$ cat src/pwfd_pkg.sv
// Shared types and constants for the protobuf wire field decoder.
`timescale 1ns / 1ps
`default_nettype none

package pwfd_pkg;

    // Default parameter values.
    localparam int PWFD_LENGTH_BITS      = 32;
    localparam int PWFD_MAX_VARINT_BYTES = 10;

    // Byte counter width; it covers key, fixed and varint byte positions.
    localparam int CNT_W = 4;

    // Depth of the queue between the parser and the output stage.
    localparam int QUEUE_DEPTH = 4;
    localparam int QPTR_W      = $clog2(QUEUE_DEPTH);

    localparam logic [CNT_W-1:0] FIXED32_BYTES = CNT_W'(4);
    localparam logic [CNT_W-1:0] FIXED64_BYTES = CNT_W'(8);
    localparam logic [CNT_W-1:0] KEY_MAX_CNT   = CNT_W'(4);

    // Result kinds.
    localparam logic [1:0] KIND_SCALAR  = 2'd0;
    localparam logic [1:0] KIND_HEADER  = 2'd1;
    localparam logic [1:0] KIND_PAYLOAD = 2'd2;
    localparam logic [1:0] KIND_END     = 2'd3;

    // Wire types.
    localparam logic [2:0] WT_VARINT  = 3'd0;
    localparam logic [2:0] WT_FIXED64 = 3'd1;
    localparam logic [2:0] WT_DELIM   = 3'd2;
    localparam logic [2:0] WT_FIXED32 = 3'd5;

    // End status codes.
    localparam logic [1:0] ST_OK   = 2'd0;
    localparam logic [1:0] ST_LOSS = 2'd1;
    localparam logic [1:0] ST_EOM  = 2'd2;

    // One queue entry: everything a single input byte produces.
    typedef struct packed {
        logic        has_prim;
        logic [1:0]  kind;
        logic [28:0] field_number;
        logic [2:0]  wtype;
        logic [63:0] value;
        logic        has_end;
        logic [1:0]  end_status;
    } t_entry;

endpackage

`default_nettype wire

$ cat src/pwfd_front.sv
// Byte parser: keeps the field parse state and classifies each byte into a queue entry.
`timescale 1ns / 1ps
`default_nettype none

module pwfd_front
    import pwfd_pkg::*;
#(
    parameter int LENGTH_BITS      = PWFD_LENGTH_BITS,
    parameter int MAX_VARINT_BYTES = PWFD_MAX_VARINT_BYTES
) (
    input  wire logic       i_clk,
    input  wire logic       i_rst_n,
    input  wire logic       i_accept,
    input  wire logic [7:0] i_data_byte,
    input  wire logic       i_last_byte,
    output logic            o_push,
    output t_entry          o_entry
);

    typedef enum logic [4:0] {
        PH_KEY     = 5'b00001,
        PH_VARINT  = 5'b00010,
        PH_FIXED   = 5'b00100,
        PH_LEN     = 5'b01000,
        PH_PAYLOAD = 5'b10000
    } t_phase;

    t_phase                 r_phase, n_phase;
    logic [CNT_W-1:0]       r_cnt, n_cnt;
    logic [31:0]            r_key, n_key;
    logic [63:0]            r_val, n_val;
    logic [LENGTH_BITS-1:0] r_rem, n_rem;
    logic                   r_err, n_err;

    logic [6:0]  w_g;
    logic        w_cont;
    logic [6:0]  w_sh7;
    logic [31:0] w_key_acc;
    logic [63:0] w_val_acc;
    logic [63:0] w_fix_acc;
    logic        w_fits;
    logic [CNT_W:0] w_cnt_p1;

    logic        w_bad;
    logic        w_prim;
    logic [1:0]  w_kind;
    logic [63:0] w_pval;
    logic        w_has_end;
    logic [1:0]  w_end_status;

    assign w_g      = i_data_byte[6:0];
    assign w_cont   = i_data_byte[7];
    // Seven times the byte count, the bit position of this varint group.
    assign w_sh7    = ({3'b000, r_cnt} << 3) - {3'b000, r_cnt};
    assign w_key_acc = r_key | ({25'd0, w_g} << w_sh7[5:0]);
    assign w_val_acc = r_val | ({57'd0, w_g} << w_sh7[5:0]);
    assign w_fix_acc = r_val | ({56'd0, i_data_byte} << {r_cnt[2:0], 3'b000});
    assign w_cnt_p1  = {1'b0, r_cnt} + (CNT_W+1)'(1);

    generate
        if (LENGTH_BITS >= 64) begin : g_fits_all
            assign w_fits = 1'b1;
        end else begin : g_fits_check
            assign w_fits = (w_val_acc[63:LENGTH_BITS] == '0);
        end
    endgenerate

    always_comb begin
        n_phase      = r_phase;
        n_cnt        = r_cnt;
        n_key        = r_key;
        n_val        = r_val;
        n_rem        = r_rem;
        n_err        = r_err;
        w_bad        = 1'b0;
        w_prim       = 1'b0;
        w_kind       = KIND_SCALAR;
        w_pval       = '0;
        w_has_end    = 1'b0;
        w_end_status = ST_OK;

        if (r_err) begin
            // Bytes after an error are dropped until the end of the message.
            if (i_last_byte) begin
                n_phase = PH_KEY;
                n_cnt   = '0;
                n_key   = '0;
                n_val   = '0;
                n_rem   = '0;
                n_err   = 1'b0;
            end
        end else begin
            unique case (r_phase)
                PH_KEY: begin
                    if (r_cnt >= KEY_MAX_CNT && (w_g[6:4] != 3'd0 || w_cont)) begin
                        w_bad = 1'b1;
                    end else begin
                        n_key = w_key_acc;
                        if (w_cont) begin
                            n_cnt = r_cnt + CNT_W'(1);
                        end else begin
                            n_cnt = '0;
                            n_val = '0;
                            unique case (w_key_acc[2:0])
                                WT_VARINT:              n_phase = PH_VARINT;
                                WT_FIXED64, WT_FIXED32: n_phase = PH_FIXED;
                                WT_DELIM:               n_phase = PH_LEN;
                                default:                w_bad   = 1'b1;
                            endcase
                        end
                    end
                end
                PH_VARINT, PH_LEN: begin
                    if (w_cnt_p1 >= (CNT_W+1)'(MAX_VARINT_BYTES) && w_cont) begin
                        w_bad = 1'b1;
                    end else begin
                        n_val = w_val_acc;
                        if (w_cont) begin
                            n_cnt = r_cnt + CNT_W'(1);
                        end else if (r_phase == PH_VARINT) begin
                            w_prim  = 1'b1;
                            w_kind  = KIND_SCALAR;
                            w_pval  = w_val_acc;
                            n_phase = PH_KEY;
                            n_cnt   = '0;
                            n_key   = '0;
                            n_val   = '0;
                        end else if (!w_fits) begin
                            w_bad = 1'b1;
                        end else begin
                            w_prim = 1'b1;
                            w_kind = KIND_HEADER;
                            w_pval = w_val_acc;
                            n_cnt  = '0;
                            if (w_val_acc == '0) begin
                                // A zero-length field has its header only.
                                n_phase = PH_KEY;
                                n_key   = '0;
                                n_val   = '0;
                            end else begin
                                n_phase = PH_PAYLOAD;
                                n_rem   = w_val_acc[LENGTH_BITS-1:0];
                            end
                        end
                    end
                end
                PH_FIXED: begin
                    n_val = w_fix_acc;
                    n_cnt = r_cnt + CNT_W'(1);
                    if (n_cnt >= ((r_key[2:0] == WT_FIXED32) ? FIXED32_BYTES
                                                              : FIXED64_BYTES)) begin
                        w_prim  = 1'b1;
                        w_kind  = KIND_SCALAR;
                        w_pval  = w_fix_acc;
                        n_phase = PH_KEY;
                        n_cnt   = '0;
                        n_key   = '0;
                        n_val   = '0;
                    end
                end
                PH_PAYLOAD: begin
                    w_prim = 1'b1;
                    w_kind = KIND_PAYLOAD;
                    w_pval = {56'd0, i_data_byte};
                    n_rem  = r_rem - LENGTH_BITS'(1);
                    if (n_rem == '0) begin
                        n_phase = PH_KEY;
                        n_cnt   = '0;
                        n_key   = '0;
                        n_val   = '0;
                    end
                end
                default: begin
                    w_bad = 1'b1;
                end
            endcase

            if (w_bad) begin
                w_has_end    = 1'b1;
                w_end_status = ST_LOSS;
                n_err        = 1'b1;
            end else if (i_last_byte) begin
                w_has_end    = 1'b1;
                w_end_status = (n_phase == PH_KEY && n_cnt == '0) ? ST_EOM : ST_LOSS;
            end

            if (i_last_byte) begin
                n_phase = PH_KEY;
                n_cnt   = '0;
                n_key   = '0;
                n_val   = '0;
                n_rem   = '0;
                n_err   = 1'b0;
            end
        end
    end

    always_ff @(posedge i_clk) begin
        if (!i_rst_n) begin
            r_phase <= PH_KEY;
            r_cnt   <= '0;
            r_key   <= '0;
            r_val   <= '0;
            r_rem   <= '0;
            r_err   <= 1'b0;
        end else if (i_accept) begin
            r_phase <= n_phase;
            r_cnt   <= n_cnt;
            r_key   <= n_key;
            r_val   <= n_val;
            r_rem   <= n_rem;
            r_err   <= n_err;
        end
    end

    assign o_push                = i_accept && (w_prim || w_has_end);
    assign o_entry.has_prim      = w_prim;
    assign o_entry.kind          = w_kind;
    assign o_entry.field_number  = r_key[31:3];
    assign o_entry.wtype         = r_key[2:0];
    assign o_entry.value         = w_pval;
    assign o_entry.has_end       = w_has_end;
    assign o_entry.end_status    = w_end_status;

    a_no_push_after_error: assert property (@(posedge i_clk) disable iff (!i_rst_n)
        r_err |-> !o_push)
        else $error("parser pushed a result while discarding after an error");

    a_payload_has_bytes: assert property (@(posedge i_clk) disable iff (!i_rst_n)
        (r_phase == PH_PAYLOAD && !r_err) |-> (r_rem != '0))
        else $error("payload phase entered with no bytes remaining");

endmodule

`default_nettype wire

$ cat src/pwfd_queue.sv
// Short register queue between the byte parser and the output stage.
`timescale 1ns / 1ps
`default_nettype none

module pwfd_queue
    import pwfd_pkg::*;
(
    input  wire logic   i_clk,
    input  wire logic   i_rst_n,
    input  wire logic   i_push,
    input  wire t_entry i_entry,
    input  wire logic   i_pop,
    output logic        o_full,
    output logic        o_empty,
    output t_entry      o_head
);

    t_entry            r_mem [QUEUE_DEPTH];
    logic [QPTR_W-1:0] r_wp, r_rp;
    logic [QPTR_W:0]   r_count;
    logic              w_do_pop;

    assign o_full   = (r_count == (QPTR_W+1)'(QUEUE_DEPTH));
    assign o_empty  = (r_count == '0);
    assign o_head   = r_mem[r_rp];
    assign w_do_pop = i_pop && !o_empty;

    always_ff @(posedge i_clk) begin
        if (i_push) begin
            r_mem[r_wp] <= i_entry;
        end
    end

    always_ff @(posedge i_clk) begin
        if (!i_rst_n) begin
            r_wp    <= '0;
            r_rp    <= '0;
            r_count <= '0;
        end else begin
            if (i_push) begin
                r_wp <= r_wp + QPTR_W'(1);
            end
            if (w_do_pop) begin
                r_rp <= r_rp + QPTR_W'(1);
            end
            if (i_push && !w_do_pop) begin
                r_count <= r_count + (QPTR_W+1)'(1);
            end else if (!i_push && w_do_pop) begin
                r_count <= r_count - (QPTR_W+1)'(1);
            end
        end
    end

    a_no_overflow: assert property (@(posedge i_clk) disable iff (!i_rst_n)
        o_full |-> !i_push)
        else $error("entry written into a full queue");

endmodule

`default_nettype wire

$ cat src/pwfd_back.sv
// Output stage: expands each queue entry into one or two results.
`timescale 1ns / 1ps
`default_nettype none

module pwfd_back
    import pwfd_pkg::*;
(
    input  wire logic          i_clk,
    input  wire logic          i_rst_n,
    input  wire logic          i_q_empty,
    input  wire t_entry        i_head,
    output logic               o_deq,
    input  wire logic          i_pop,
    output logic               o_empty,
    output logic [1:0]         o_result_kind,
    output logic [28:0]        o_field_number,
    output logic [2:0]         o_wire_type,
    output logic [63:0]        o_value,
    output logic signed [63:0] o_signed_value,
    output logic [1:0]         o_status,
    output logic               o_last_result
);

    logic        r_sub;
    logic        w_show_end;
    logic        w_take;
    logic [63:0] w_zz;

    // The end status follows the field result of the same byte.
    assign w_show_end = r_sub || !i_head.has_prim;
    assign w_take     = i_pop && !i_q_empty;
    assign w_zz       = (i_head.value >> 1) ^ {64{i_head.value[0]}};

    assign o_empty        = i_q_empty;
    assign o_last_result  = w_show_end || !i_head.has_end;
    assign o_deq          = w_take && o_last_result;
    assign o_result_kind  = w_show_end ? KIND_END : i_head.kind;
    assign o_field_number = w_show_end ? 29'd0 : i_head.field_number;
    assign o_wire_type    = w_show_end ? WT_VARINT : i_head.wtype;
    assign o_value        = w_show_end ? 64'd0 : i_head.value;
    assign o_status       = w_show_end ? i_head.end_status : ST_OK;
    assign o_signed_value = (!w_show_end && i_head.kind == KIND_SCALAR &&
                             i_head.wtype == WT_VARINT) ? signed'(w_zz) : '0;

    always_ff @(posedge i_clk) begin
        if (!i_rst_n) begin
            r_sub <= 1'b0;
        end else if (w_take) begin
            r_sub <= !o_last_result;
        end
    end

    a_sub_has_both: assert property (@(posedge i_clk) disable iff (!i_rst_n)
        r_sub |-> (!i_q_empty && i_head.has_prim && i_head.has_end))
        else $error("end-status step selected on an entry without two results");

endmodule

`default_nettype wire

$ cat src/protobuf_wire_field_decoder.sv
// Top level of the streaming protobuf wire field decoder.
//
//  Channel   | Handshake            | Payload
//  ----------+----------------------+-----------------------------------------------
//  input     | push / full          | i_data_byte, i_last_byte
//  result    | empty / pop          | o_result_kind, o_field_number, o_wire_type,
//            |                      | o_value, o_signed_value, o_status,
//            |                      | o_last_result
//
// One byte is accepted per clock cycle while full is low; the parser updates its state in
// that same cycle, so the byte rate is one per cycle unless full stalls the input.
// Results of a byte are visible in the cycle after it is accepted when the four-entry
// queue ahead of it is empty; each pop transaction moves one result, and a byte that
// causes both a field result and an end status needs two pops to free its entry.
// full rises when four byte entries are waiting; input then stalls until the last
// result of the oldest entry is popped, and full falls in the cycle after that pop.
// Synchronous active-low reset clears the parse state and empties the queue.
`timescale 1ns / 1ps
`default_nettype none

module protobuf_wire_field_decoder
    import pwfd_pkg::*;
#(
    parameter int LENGTH_BITS      = PWFD_LENGTH_BITS,
    parameter int MAX_VARINT_BYTES = PWFD_MAX_VARINT_BYTES
) (
    input  wire logic          i_clk,
    input  wire logic          i_rst_n,
    // Input transactions.
    input  wire logic          push,
    output logic               full,
    input  wire logic [7:0]    i_data_byte,
    input  wire logic          i_last_byte,
    // Result transactions.
    output logic               empty,
    input  wire logic          pop,
    output logic [1:0]         o_result_kind,
    output logic [28:0]        o_field_number,
    output logic [2:0]         o_wire_type,
    output logic [63:0]        o_value,
    output logic signed [63:0] o_signed_value,
    output logic [1:0]         o_status,
    output logic               o_last_result
);

    logic   w_accept;
    logic   w_q_push;
    t_entry w_q_entry;
    logic   w_q_empty;
    logic   w_q_deq;
    t_entry w_q_head;

    // A byte transaction completes whenever the queue has room for its entry.
    assign w_accept = push && !full;

    // The parser classifies every byte and produces at most one entry per byte.
    pwfd_front #(
        .LENGTH_BITS      (LENGTH_BITS),
        .MAX_VARINT_BYTES (MAX_VARINT_BYTES)
    ) u_front (
        .i_clk       (i_clk),
        .i_rst_n     (i_rst_n),
        .i_accept    (w_accept),
        .i_data_byte (i_data_byte),
        .i_last_byte (i_last_byte),
        .o_push      (w_q_push),
        .o_entry     (w_q_entry)
    );

    // The queue decouples the parser from result back-pressure.
    pwfd_queue u_queue (
        .i_clk   (i_clk),
        .i_rst_n (i_rst_n),
        .i_push  (w_q_push),
        .i_entry (w_q_entry),
        .i_pop   (w_q_deq),
        .o_full  (full),
        .o_empty (w_q_empty),
        .o_head  (w_q_head)
    );

    // The output stage presents the field result first, then any end status.
    pwfd_back u_back (
        .i_clk          (i_clk),
        .i_rst_n        (i_rst_n),
        .i_q_empty      (w_q_empty),
        .i_head         (w_q_head),
        .o_deq          (w_q_deq),
        .i_pop          (pop),
        .o_empty        (empty),
        .o_result_kind  (o_result_kind),
        .o_field_number (o_field_number),
        .o_wire_type    (o_wire_type),
        .o_value        (o_value),
        .o_signed_value (o_signed_value),
        .o_status       (o_status),
        .o_last_result  (o_last_result)
    );

endmodule

`default_nettype wire
$ cat config.mk
export PLATFORM = sky130hd
export DESIGN_NAME = protobuf_wire_field_decoder
export DESIGN_NICKNAME = d
export VERILOG_FILES = /design/src/pwfd_pkg.sv /design/src/pwfd_front.sv /design/src/pwfd_queue.sv /design/src/pwfd_back.sv /design/src/protobuf_wire_field_decoder.sv
export SDC_FILE = /design/constraint.sdc
export NUM_CORES = 1
export LEC_CHECK = 0
export BUFFER_PORTS_ARGS = -buffer_cell sky130_fd_sc_hd__buf_4
export CORE_MARGIN = 2
export CORE_UTILIZATION = 50
export DETAILED_ROUTE_END_ITERATION = 8
export HOLD_SLACK_MARGIN = 0.15
export PLACE_DENSITY = 0.73
export SYNTH_ARGS = -nofsm -noshare
export SYNTH_HDL_FRONTEND = slang
export SYNTH_HIERARCHICAL = 1
export SYNTH_SLANG_ARGS = --single-unit
$ cat constraint.sdc
create_clock -name i_clk -period 6.8 [get_ports i_clk]
set_clock_uncertainty 0.2 [all_clocks]
set_input_delay 0 -clock i_clk [delete_from_list [all_inputs] [get_ports i_clk]]
set_output_delay 0 -clock i_clk [all_outputs]
set_load 0.01 [all_outputs]
### Word level (Yosys, flattened, before mapping)

Memories as Yosys holds them, arrays and structs flattened. A register that Yosys moved wholly into a read port is not among the register bits.
Cells that the tools add are included.

* register bits: 146
* bits in writable memories: 408
* input port bits: 13
* word-level logic and storage cells: 210
* memories: 1

Memories
* u_queue.r_mem: depth 4, bits a word 102, read ports 1, clocked after memory_dff 1, write ports 1, line pwfd_queue.sv:18 `t_entry r_mem [QUEUE_DEPTH];`

* add/sub/neg operators: 8
* magnitude comparators: 3
* equality and inequality tests: 23
* shifts and indexed selects: 3
* muxes and demuxes: 114
* bitwise operators: 4
* reductions and logical operators: 44

Operator list (count)
* two-way mux 64 bit: 20
* two-way mux 32 bit: 18
* case mux 64 bit (4 select lines): 1
* case mux 64 bit (3 select lines): 1
* bitwise OR 64 bit: 2
* case mux 32 bit (4 select lines): 1
* two-way mux 5 bit: 13
* logical NOT 32 bit: 2
* logical NOT 64 bit: 1
* case mux 32 bit (2 select lines): 1
* << shifter 7 x 6 -> 64 bit: 1
* << shifter 8 x 6 -> 64 bit: 1
* XOR 63 x 64 -> 64 bit: 1
* two-way mux 4 bit: 13
* bitwise OR 32 bit: 1
* << shifter 7 x 6 -> 32 bit: 1
* subtractor 32 x 1 -> 32 bit, second input constant: 1
* two-way mux 29 bit: 1
* two-way mux 1 bit: 24
* two-way mux 2 bit: 12
* case mux 5 bit (4 select lines): 1
* inequality test 3 bit, second input constant: 6
* case mux 4 bit (4 select lines): 1
* case mux 5 bit (3 select lines): 1
* other kinds (38): 74

### Longest topological paths before layout

* depth after elaboration: 18
* gate-level depth with buffers: 25
* depth with buffers taken out: 19

### Hierarchy

The synthesis kept the hierarchy.

By module, submodules not included
* pwfd_queue: instances 1, cells each 575, area an instance 15165.8 um2
* pwfd_front: instances 1, cells each 1528, area an instance 11009.3 um2
* pwfd_back: instances 1, cells each 270, area an instance 2069.5 um2
* protobuf_wire_field_decoder: instances 1, cells each 1, area an instance 13.8 um2

### Worst setup path before layout

OpenSTA, ideal clock, no wires.

* kind: reg2reg
* start: register u_front.r_cnt[0]
* end: memory u_queue/r_mem[0][0] (netlist bit) (enable)
* setup time: 0.472 ns
* arrival time: 6.587 ns
* slack: -0.459 ns
* cell stages (with the launch flop): 19
* path buffers: 5
* period minus slack after synthesis: 7.259 ns
* path through: dfxtp_1 -> buf_2 -> buf_2 -> buf_4 -> clkinv_1 -> ha_1 -> buf_2 -> mux2_2 -> mux2_2 -> a32o_1 -> buf_2 -> o21a_1 -> nor4b_2 -> nand4_1 -> nor3_1 -> o21ai_1 -> a31oi_1 -> o21a_1 -> and2_1

* elaborated cells between the ends (all ways): 40
* classes of those cells: add/sub: 3; order compare: 3; eq/ne: 3; shift: 2; mux: 20; bitwise: 2; reduce/logical: 7

RTL lines
* start: declaration: line pwfd_front.sv:29 `logic [CNT_W-1:0] r_cnt, n_cnt;`
* start signal: assignment: line pwfd_front.sv:208 `r_cnt <= n_cnt;`
* subtractor 6 x 4 -> 6 bit: line pwfd_front.sv:54 `assign w_sh7 = ({3'b000, r_cnt} << 3) - {3'b000, r_cnt};`
* << shifter 7 x 6 -> 64 bit: line pwfd_front.sv:56 `assign w_val_acc = r_val | ({57'd0, w_g} << w_sh7[5:0]);`
* bitwise OR 64 bit: line pwfd_front.sv:56
* logical NOT 32 bit: line pwfd_front.sv:64 `assign w_fits = (w_val_acc[63:LENGTH_BITS] == '0);`
* two-way mux 1 bit: line pwfd_front.sv:128 `end else if (!w_fits) begin`
* two-way mux 1 bit: line pwfd_front.sv:120 `end else if (r_phase == PH_VARINT) begin`
* two-way mux 1 bit: line pwfd_front.sv:118 `if (w_cont) begin`
* two-way mux 1 bit: line pwfd_front.sv:114 `if (w_cnt_p1 >= (CNT_W+1)'(MAX_VARINT_BYTES) && w_cont) begin`
* case mux 1 bit (3 select lines) (*): line pwfd_front.sv:93 `unique case (r_phase)`
* two-way mux 1 bit (*): line pwfd_front.sv:82 `if (r_err) begin`
* net u_front.w_prim: line pwfd_front.sv:45 `logic w_prim;`
* logical OR 1 bit (*): line pwfd_front.sv:216 `assign o_push = i_accept && (w_prim || w_has_end);`
* logical AND 1 bit (*): line pwfd_front.sv:216
* net w_q_push: line protobuf_wire_field_decoder.sv:47 `logic w_q_push;`
* two-way mux 1 bit (*): line pwfd_queue.sv:29 `if (i_push) begin`
* two-way mux 1 bit (not written as such) (*): line pwfd_queue.sv:30 `r_mem[r_wp] <= i_entry;`
* end: declaration: line pwfd_queue.sv:18

The timed path passes the listed nets; every way through them passes the cells marked *. The select of a mux whose other input is x is not followed.

==> results.tsv <==
stage	metric	value	unit
outcome	outcome	completed	
sta	tns	0	ns
grt	grt_usage	29.06	%
yosys	synth-xor-area-share	2.913	%
sta	setup_viol	0	
yosys	yosys_warnings	6	
sta	hold_viol_final	0	
floorplanning	io_pins	180	
clocking	cts_tree	done	
worst_setup_path	cp.arrival	6.59	ns
yosys	synthFlopType	edfxtp_1	
clocking	cts_buffers	56	
worst_setup_path	endpoint_kind	flop	
floorplanning	row_count	87	
worst_setup_path	critPathLaunchType	flop	
power_and_ir_drop	finalPower	0.01084	W
sta	max_freq	0.1601	GHz
routing	drtIter0Drc	2695	
yosys	synth_edf_count	408	
finish	area_growth	15.06	%
routing	vias_per_cell	6.561	
power_and_ir_drop	p_leak	10.93	nW
yosys	async_flop_share	0	%
sta	tightest_slew	1.395	ns
yosys	synth_compound_area_share	15.07	%
worst_setup_path	worst_path_max_delay_cell	ha_1	
finish	filler_cell_count	4560	
placement	port_buffers	179	
worst_setup_path	crit_chain	inv_1, ha_1, mux2_2, a22o_1, a32oi_1, a21bo_2, a2111oi_0, nand4_1, nor3_1, o21ai_2, a31oi_1, o21a_1, ha_1, inv_1, fa_1, xor2_1, or3_1, a21boi_0	
yosys	avgSynthCellArea	11.90	µm²
hold_path	worstHoldPathType	input pin to flop	
clocking	clock_path_buffers	3	
clocking	root_buffer	clkbuf_16	
clocking	clk_pin_slew	0.08	ns
sta	final_max_slew_viol_count	0	
power_and_ir_drop	clkPwrFrac	29.6	%
finish	final_cell_mix	edfxtp_1 (408), buf_4 (260), nor2_1 (199), dfxtp_1 (145), a21oi_1 (137)	
power_and_ir_drop	switchingPower	0.003544	W
clocking	cts_resized	0	
grt	grt_pass1_vias	20890	
yosys	ys_ff_latch	556	
routing	ant_nets	0	
grt	antenna_found_initial	0	
clocking	post_cts_buffers	0	
grt	grt_max_degree	102	
yosys	synth_top_family_by_area	compound AO/OA/AOI/OAI gates	
finish	post_route_cells_drive_above_1_share	22.63	%
routing	avgRoutedWirePerCell	26.32	µm
finish	final_common_cell	edfxtp_1	
clocking	h-tree-depth	2	
power_and_ir_drop	ir_drop	0.2387	mV
sta	rsz0062_at_grt	false	
power_and_ir_drop	seqPwrFrac	38.3	%
worst_setup_path	max_stage_delay	0.74	ns
sta	relSlewSlack	6.991	%
floorplanning	coreArea	56170	µm²
routing	drc	0	
run	maxCapViolCount	0	
worst_setup_path	critPathMaxFanout	18	
finish	multi_input_area	12010	µm²
sta	fin_crit_sh	91.83	%
floorplanning	fp.dieH	241.7	µm
power_and_ir_drop	p_comb_share	32.1	%
floorplanning	design.die.area	58430	µm²
yosys	syn_inst	2374	
yosys	syn-cell-area	28260	µm²
sta	period_needed	6.244	ns
floorplanning	start_util	50.31	%
grt	grt_pass1_wl	131.2	mm
finish	ff_latch_area	15220	µm²
floorplanning	die_w	241.7	µm
clocking	clock_sinks	556	
routing	wirelength	87.24	mm
yosys	synth_fp_nets	2401	
finish	nNetsFinal	2538	
power_and_ir_drop	p_int	0.007295	W
yosys	yosysUniqueCellTypes	96	
power_and_ir_drop	p_per_area	333.4	nW/µm²
worst_setup_path	path_buf_inv	2	
grt	grt_overflow	0	
worst_setup_path	crit_type	flop to flop	
placement	dpl.hpwl	58.02	mm
clocking	clock_latency	0.63	ns
yosys	synth_adder_area_share	0.6464	%
yosys	synthSimpleGateAreaFrac	14.66	%
worst_setup_path	crit_required	7.15	ns
routing	drt_pass1_iterations	6	
yosys	yosysSeqAreaShare	53.84	%
routing	num_vias	21750	
placement	gp_congestion	0.9922	
yosys	muxShareOfSynthArea	9.010	%
power_and_ir_drop	switching_share	32.69	%
worst_setup_path	critical-path-top-delay-family	compound AO/OA/AOI/OAI gates	
## routing by layer
| layer | vias to the layer above | GRT usage, % | wire (µm) |
|---|---|---|---|
| li1 | 9417 | - | - |
| met1 | 10830 | 40.27 | 35720 |
| met2 | 1283 | 44.53 | 39770 |
| met3 | 223 | 6.171 | 8096 |
| met4 | 0 | 12.29 | 3658 |
| met5 | - | 0 | 0 |
## metrics by stage
stage	cell area (µm²)	util [%]	hold slack (ns)	cells	worst slack, ns
after floorplan	28260	-	-0.07829	2374	0.6524
after global placement	30410	54.13	0.1760	3192	1.113
after detailed placement	30410	54.13	0.1857	3192	0.8341
after CTS	32510	57.88	0.1555	3314	0.8075
after global routing	32510	57.88	0.2183	3314	0.2601
final	32510	57.89	0.2225	3315	0.5556
## worst min-delay path, delay by kind of cell
family / cells / cell delay (ns)
AOI/OAI and AO/OA: 1 / 0.18
buffers and inverters: 2 / 0.81
## path summary, 6_finish.rpt
check,start,to,slack [ns],cells after the start
setup / recovery,u_front/r_cnt[1],u_queue/r_count[2],0.56,18
hold / removal,i_data_byte[0],u_front/r_val[0],0.22,3
setup reg to reg,u_front/r_cnt[1],u_queue/r_count[2],0.56,18
hold reg to reg,u_front/r_val[20],u_front/r_val[20],0.29,1
## cells in the mapped netlist, types with 8 or more instances
master	number	area, µm²
a21o_1	14	105.1
a21oi_1	137	685.7
nor2_1	200	750.7
and2_1	122	763.2
a221oi_1	8	70.07
a221o_1	9	90.09
nand3_1	21	105.1
o22ai_1	55	344.1
o21a_1	20	150.1
mux4_2	106	2387
and3_1	10	62.56
ha_1	13	162.7
o2bb2ai_1	21	183.9
a22o_1	57	499.2
nand2_1	119	446.7
a31oi_1	60	375.4
buf_6	17	191.4
dfxtp_1	148	2963
nor2b_1	18	112.6
nand4_1	13	81.33
xor2_1	13	113.9
nand2b_1	23	143.9
edfxtp_1	408	12250
or3_1	9	56.30
o21ai_0	77	385.4
nor4_1	25	156.4
nor3_1	52	260.3
o211ai_1	9	67.56
o2111ai_1	24	210.2
buf_2	55	275.3
clkbuf_1	124	465.5
o22a_1	39	341.6
inv_1	23	86.33
xnor2_1	81	709.4
a32oi_1	8	70.07
mux2i_1	8	80.08
nor3b_1	11	82.58
o31ai_1	10	75.07
nor3_2	60	600.6
## state kept, by name, indices dropped and copies added, names as in the netlist, named ones only
register and flops:
u_queue/r_wp 2, u_queue/r_rp 2, u_front/r_cnt 4, u_queue/r_count 3, u_front/r_err 1, u_front/r_rem 32
u_back/r_sub 1, u_front/r_val 64, u_front/r_phase 5, u_queue/r_mem 408, u_front/r_key 32
## layout make-up
class	count	area share, %
diodes	1	0.007696
well taps	756	2.909
clock buffers	75	4.941
clock inverters	30	1.012
inverters	25	0.2886
flip-flops and latches	556	46.82
repair buffers	286	7.080
multi-input cells	1586	36.94
## power by group through the flow
stage               logic, W  registers [W]  clock network [W]
CTS                  0.00347        0.00415            0.00325
global route         0.00369        0.00418            0.00337
global placement     0.00339        0.00419                  0
floorplan            0.00235        0.00414                  0
detailed placement   0.00344        0.00422                  0
finish               0.00348        0.00415            0.00320
## cell families (layout without fill, tap and decap cells)
kind of cell | Yosys count | in the layout
AOI/OAI and AO/OA | 617 | 617
DFF | 556 | 556
xor gates and xnor gates | 94 | 94
other | 0 | 1
buffers and inverters | 232 | 416
adders and majority gates | 14 | 14
and+or+nand+nor | 740 | 740
muxes | 121 | 121
## repair_timing
action | CTS | global route
setup endpoints to repair | 0 | 0
hold buffers | 17 | 0
endpoints found under the hold margin | 270 | 0
No activity file was read; power rests on OpenSTA's default activity.
